$ cat src/hw/rtl/eoct_pkg.sv
// Package for the endpoint operation counter table.
// Holds the word types, command codes, table entry layout and the control
// and status bundles shared by the controller and the datapath. No dependencies.
package eoct_pkg;

	// Default table geometry.
	localparam int unsigned EOCT_BUCKETS = 256;
	localparam int unsigned EOCT_WAYS    = 4;

	// Multiplier of the bucket hash.
	localparam logic [31:0] HASH_MULT = 32'h7b34_8943;

	// Command codes carried in the request word. Other codes act as a query.
	localparam logic [2:0] CMD_QUERY  = 3'd0;
	localparam logic [2:0] CMD_RD_INC = 3'd1;
	localparam logic [2:0] CMD_RD_DEC = 3'd2;
	localparam logic [2:0] CMD_WR_INC = 3'd3;
	localparam logic [2:0] CMD_WR_DEC = 3'd4;

	// Request word.
	typedef struct packed {
		logic [2:0]  cmd;
		logic [31:0] endpoint_addr;
		logic [15:0] endpoint_port;
	} eoct_req_t;

	// Response word.
	typedef struct packed {
		logic [31:0] read_count;
		logic [31:0] write_count;
		logic [31:0] total_count;
		logic        key_found;
		logic        table_full;
	} eoct_rsp_t;

	// One way of a bucket row.
	typedef struct packed {
		logic        valid;
		logic [47:0] key;
		logic [31:0] rd_cnt;
		logic [31:0] wr_cnt;
	} eoct_entry_t;

	// Commands from the controller to the datapath.
	typedef struct packed {
		logic capture;
		logic hash_add;
		logic mod_start;
		logic mod_step;
		logic row_read;
		logic match;
		logic update;
		logic clr_write;
		logic rsp_load;
	} eoct_cmd_t;

	// Status from the datapath to the controller.
	typedef struct packed {
		logic mod_last;
		logic clr_last;
		logic rsp_free;
	} eoct_sts_t;

endpackage

$ cat src/hw/rtl/eoct_ctrl.sv
// Controller of the endpoint operation counter table.
// One-hot state machine that sequences the clearing pass and each item's
// hash, row read, match, update and response. Depends on eoct_pkg.
module eoct_ctrl (
	input  logic                clk,
	input  logic                arst_n,
	input  logic                req_valid,
	output logic                req_stall,
	output eoct_pkg::eoct_cmd_t cmd,
	input  eoct_pkg::eoct_sts_t sts
);
	import eoct_pkg::*;

	typedef enum logic [7:0] {
		S_CLEAR = 8'b0000_0001,
		S_IDLE  = 8'b0000_0010,
		S_HASH  = 8'b0000_0100,
		S_MOD   = 8'b0000_1000,
		S_READ  = 8'b0001_0000,
		S_MATCH = 8'b0010_0000,
		S_UPD   = 8'b0100_0000,
		S_OUT   = 8'b1000_0000
	} eoct_state_t;

	eoct_state_t state_q;
	eoct_state_t state_nxt;

	// Next state and command decode.
	always_comb begin
		state_nxt = state_q;
		cmd       = '0;
		req_stall = 1'b1;
		unique case (state_q)
			S_CLEAR: begin
				cmd.clr_write = 1'b1;
				if (sts.clr_last) begin
					state_nxt = S_IDLE;
				end
			end
			S_IDLE: begin
				req_stall = 1'b0;
				if (req_valid) begin
					cmd.capture = 1'b1;
					state_nxt   = S_HASH;
				end
			end
			S_HASH: begin
				cmd.hash_add  = 1'b1;
				cmd.mod_start = 1'b1;
				state_nxt     = S_MOD;
			end
			S_MOD: begin
				cmd.mod_step = 1'b1;
				if (sts.mod_last) begin
					state_nxt = S_READ;
				end
			end
			S_READ: begin
				cmd.row_read = 1'b1;
				state_nxt    = S_MATCH;
			end
			S_MATCH: begin
				cmd.match = 1'b1;
				state_nxt = S_UPD;
			end
			S_UPD: begin
				cmd.update = 1'b1;
				state_nxt  = S_OUT;
			end
			S_OUT: begin
				if (sts.rsp_free) begin
					cmd.rsp_load = 1'b1;
					state_nxt    = S_IDLE;
				end
			end
			default: begin
				state_nxt = S_CLEAR;
			end
		endcase
	end

	// State register; reset starts the clearing pass.
	always_ff @(posedge clk or negedge arst_n) begin
		if (!arst_n) begin
			state_q <= S_CLEAR;
		end else begin
			state_q <= state_nxt;
		end
	end

endmodule

$ cat config.mk
export PLATFORM = sky130hd
export DESIGN_NAME = eoct_ctrl
export DESIGN_NICKNAME = d
export VERILOG_FILES = /design/src/hw/rtl/eoct_pkg.sv /design/src/hw/rtl/eoct_ctrl.sv
export SDC_FILE = /design/constraint.sdc
export NUM_CORES = 1
export LEC_CHECK = 0
export ABC_AREA = 1
export BUFFER_PORTS_ARGS = -buffer_cell sky130_fd_sc_hd__buf_2
export CAP_MARGIN = 20
export CORE_AREA = 2 2 39 41
export CTS_CLUSTER_SIZE = 40
export DETAILED_ROUTE_END_ITERATION = 8
export DIE_AREA = 0 0 41 43
export PLACE_DENSITY_LB_ADDON = 0.2
export SKIP_LAST_GASP = 1
export SYNTH_ARGS = -nofsm -noshare
export SYNTH_HDL_FRONTEND = slang
export SYNTH_SLANG_ARGS = --single-unit
$ cat constraint.sdc
create_clock -name clk -period 3.5 [get_ports clk]
set_clock_uncertainty 0.15 [all_clocks]
set_input_delay 0.7 -clock clk [delete_from_list [all_inputs] [get_ports clk]]
set_output_delay 0.7 -clock clk [all_outputs]
set_load 0.01 [all_outputs]
# Yosys cells after proc, flatten, opt, wreduce, memory -nomap -nowiden
# Index checks and enable logic that the tools add are counted.
op_classes:
  n_bitwise: 0
  n_mul: 0
  n_div: 0
  add_sub_neg: 0
  reduce_logical: 1
  shift: 0
  n_eq_ne: 12
  magnitude_cmp: 0
  n_mux: 16
op_table:
  columns: ["op", "count"]
  rows:
  - ["8-bit case mux with 8 select lines", 1]
  - ["8-bit two-way mux", 4]
  - ["1-bit two-way mux", 10]
  - ["8-bit by 1-bit equality test with 1-bit output (second input constant)", 1]
  - ["8-bit by 2-bit equality test with 1-bit output (second input constant)", 1]
  - ["8-bit by 3-bit equality test with 1-bit output (second input constant)", 1]
  - ["8-bit by 4-bit equality test with 1-bit output (second input constant)", 1]
  - ["8-bit by 5-bit equality test with 1-bit output (second input constant)", 1]
  - ["8-bit by 6-bit equality test with 1-bit output (second input constant)", 1]
  - ["8-bit by 7-bit equality test with 1-bit output (second input constant)", 1]
  - ["8-bit equality test (second input constant)", 1]
  - ["2-bit inequality test (second input constant)", 4]
  - ["4-bit AND reduction", 1]
  - ["2-bit two-way mux", 1]
totals:
  reg_bits: 8
  elab_cells: 30
  in_bits: 6
  mem_bits_ro: 0
  output_inout_bits: 10
  mem_count: 0
  latch_bits: 0
  mem_bits_rw: 0

# Longest topological paths before layout
depth:
  depth_word: 3
  mapped_depth: 8
  mapped_depth_nobuf: 8

# Least setup slack after synthesis
# Ideal clock, no wire load.
synth_timing:
  kind: "reg2out"
  start: "register state_q[0]"
  end: "output cmd[7] (netlist bit)"
  t_arrival_ps: 981
  path_stages_with_launch: 7
  required_time_ps: 2650
  slack_ps: 1669
  n_path_buf: 1
  path_cell_list: "dfstp_2 -> inv_1 -> nand2_2 -> inv_1 -> nand3_2 -> inv_1 -> buf_4"
synth_lines:
  columns: ["item", "line_no", "text"]
  rows:
  - ["from (decl)", "eoct_ctrl.sv:25", "eoct_state_t state_q;"]
  - ["from (signal assigned)", "eoct_ctrl.sv:87", "state_q <= state_nxt;"]
  - ["to (decl)", "eoct_ctrl.sv:9", "output eoct_pkg::eoct_cmd_t cmd,"]

==> results.rst <==
.. list-table::
   :header-rows: 1

   * - Metric
     - Value
   * - Status
     - complete, no violations
   * - Data arrival time of the critical path
     - 1290 ps
   * - Number of placement rows
     - 14
   * - Largest net degree at the start of global routing
     - 9
   * - Peak supply drop
     - 0.328 mV
   * - Drt pass-1 iters
     - 4
   * - Startpoint-to-endpoint class of the critical path
     - register to output port
   * - Leakage power
     - 0.476 nW
   * - Hold Vio Cnt, Final
     - 0
   * - Final min period
     - 2140 ps
   * - Floorplan Core Area
     - 1380 sq um
   * - Initial antenna violation count
     - 0
   * - Global-route wire length before repair
     - 1.73 mm
   * - Number of input and output port buffers inserted
     - 15
   * - Detailed Place HPWL
     - 900 microns
   * - # hold bufs at CTS
     - 0
   * - Worst min path class
     - primary input to asynchronous set/reset pin
   * - Ratio of cells with drive above 1 in the final layout
     - 37.8%
   * - Final setup margin
     - 1360 ps
   * - Count of yosys warnings during synthesis
     - 0
   * - Die width
     - 41 microns
   * - Normalized max-slew margin
     - 86.8%
   * - Height of the die
     - 43 microns
   * - GPL Wtd Cong
     - 0.769
   * - Pre-CTS worst setup slack
     - 1590 ps
   * - DR iter-0 viols
     - 12
   * - Final setup fails
     - 0
   * - Post-CTS resize count
     - 0
   * - Reported max-cap violation count
     - 0
   * - Biggest regs
     - state_q (8)
   * - Post-route core utilization
     - 49.0%
   * - Cells after DPL
     - 110
   * - Cell count after synthesis
     - 80
   * - Die ar.
     - 1760 sq um
   * - Count of final max-slew check failures
     - 0
   * - Root buffer cell
     - sky130_fd_sc_hd__clkbuf_4
   * - Crit-path slowest cell
     - sky130_fd_sc_hd__dfrtp_1
   * - Drt wl/cell
     - 9.54 microns
   * - Longest individual stage delay on the worst path
     - 390 ps
   * - Cell repeated most along the worst path
     - sky130_fd_sc_hd__nor2_1
   * - # Post-CTS Setup Buffers
     - 0
   * - Number of global-route vias before repair
     - 442
   * - Mapped Area
     - 564 sq um
   * - Post-layout total power
     - 0.000357 W
   * - Maximum clock insertion buffer count
     - 2
   * - Nets in the synthesized netlist
     - 86
   * - Post-detailed-route DRC marker count
     - 0
   * - Layout area overhead
     - 20.2%
   * - Starting Density
     - 40.8%
   * - Vias after detailed routing
     - 514
   * - H-tree depth
     - 1
   * - Total routing usage reported by global routing
     - 14.8%
   * - Most frequent standard cell in the layout excluding fill and tap cells
     - sky130_fd_sc_hd__nand2_1
   * - Detailed-route wire length
     - 1.09 mm
   * - Number of nets in the layout
     - 105
   * - Maximum fanout count along the critical path
     - 3
   * - Vias/cell
     - 4.51
   * - Register name with the most flops
     - state_q
   * - Gr ovfl total
     - 0
   * - Critical Path RT
     - 2650 ps
   * - Filler-free cell count of the finished design
     - 114
   * - Clock input transition at the sequential cells of the worst setup and hold paths
     - 70 ps
   * - Power Density
     - 527 nW/um^2
   * - Average footprint of a synthesized cell
     - 7.05 sq um
   * - Number of antenna repair diodes
     - 0
   * - Top achievable clock speed
     - 0.468 GHz
   * - Clock tree from TritonCTS
     - done
   * - Least-Margin Pin Slew
     - 198 ps
   * - Boundary pin count
     - 16
   * - Fraction of the cycle the final worst path needs
     - 61.1%
   * - Count of clock tree sinks
     - 8
   * - Sequence of cells on the critical path
     - inv_2 > nand2_4 > nor2_1 > nand2_1 > nor2_1 > buf_2
   * - RSZ-0062 raised after global routing
     - false
   * - Post-Route Setup TNS
     - 0 ps
   * - Max FFs per register
     - 8
   * - Startpoint type of the worst setup path
     - register
   * - Critical Path End Type
     - output port
   * - Cts bufs inserted
     - 3
   * - Count of nets left with antenna violations after detail routing
     - 0
   * - Post-synthesis sequential area ratio
     - 35.7%
   * - Leading cell types in the layout, fill and taps excluded
     - 20 x sky130_fd_sc_hd__nand2_1, 16 x sky130_fd_sc_hd__inv_1, 15 x sky130_fd_sc_hd__buf_2
   * - Number of distinct library cell variants in the gate-level netlist after synthesis
     - 15
   * - Synth Register Bits
     - 8
   * - Clock network latency to the later pin of the worst-skew pair
     - 260 ps
path summary, 6_finish.rpt:
kind	startpoint	end	slack (ps)	depth (start not counted)
setup / recovery	state_q[5]	cmd[0]	1360	6
setup reg to reg	state_q[0]	state_q[1]	2120	8
hold / removal	arst_n	state_q[6]	120	1
max in group asynchronous	arst_n	state_q[0]	2830	1
min in group clk	state_q[5]	state_q[5]	420	3
hold reg to reg	state_q[5]	state_q[5]	420	3
layout make-up:
class / instances / area [sq um]
multi-input combinational: 49 / 272
inverter: 22 / 83.8
timing repair buffer: 15 / 75.1
tap: 16 / 20.0
sequential: 8 / 201
fill: 145 / 706
clock buffer: 4 / 26.3
cell usage after synthesis:
| library cell | instances | area (sq um) |
|---|---|---|
| sky130_fd_sc_hd__nand2_2 | 2 | 12.5 |
| sky130_fd_sc_hd__dfrtp_1 | 7 | 175 |
| sky130_fd_sc_hd__nor2_8 | 1 | 20.0 |
| sky130_fd_sc_hd__clkinv_2 | 1 | 5.00 |
| sky130_fd_sc_hd__nand3_1 | 2 | 10.0 |
| sky130_fd_sc_hd__nand3_2 | 5 | 50.1 |
| sky130_fd_sc_hd__nand2_4 | 3 | 33.8 |
| sky130_fd_sc_hd__nand2_1 | 20 | 75.1 |
| sky130_fd_sc_hd__buf_4 | 1 | 7.51 |
| sky130_fd_sc_hd__nor3_1 | 2 | 10.0 |
| sky130_fd_sc_hd__nor2_4 | 1 | 11.3 |
| sky130_fd_sc_hd__inv_2 | 5 | 18.8 |
| sky130_fd_sc_hd__dfstp_2 | 1 | 26.3 |
| sky130_fd_sc_hd__inv_1 | 16 | 60.1 |
| sky130_fd_sc_hd__nor2_1 | 13 | 48.8 |
metal layers:
metal	track usage, %	up-vias	wire length (microns)	share of wire [%]
met5	0	-	0	0
met4	8.00	0	12	1.1
met3	1.57	4	64	5.9
met2	22.8	19	514	47
met1	19.2	226	495	46
li1	-	265	-	-
critical path, delay by kind of cell (launching register included):
kind,cells,cell delay [ps]
AND/OR/NAND/NOR,4,430
buffers and inverters,2,210
flip-flops,1,390
kinds of logic (layout without fill, tap and decap cells):
| logic type | count (synthesis) | in the layout | synth area share (%) |
|---|---|---|---|
| and+or+nand+nor | 49 | 49 | 48.1 |
| buffers and inverters | 23 | 41 | 16.2 |
| DFF | 8 | 8 | 35.7 |
metrics by stage:
step	hold slack (ps)	area [sq um]
after global routing	137	678
after global placement	408	652
after floorplan	254	564
after CTS	136	678
final	123	678
after detailed placement	412	652
where the power goes:
part / leakage, nW / internal, W / switching, W / total (W)
registers: 0.107 / 0.000112 / 0.00000778 / 0.000119
clock network: 0.0150 / 0.0000439 / 0.0000374 / 0.0000813
logic: 0.355 / 0.0000553 / 0.000101 / 0.000156
Note: power is estimated with default switching activity, not from simulation.
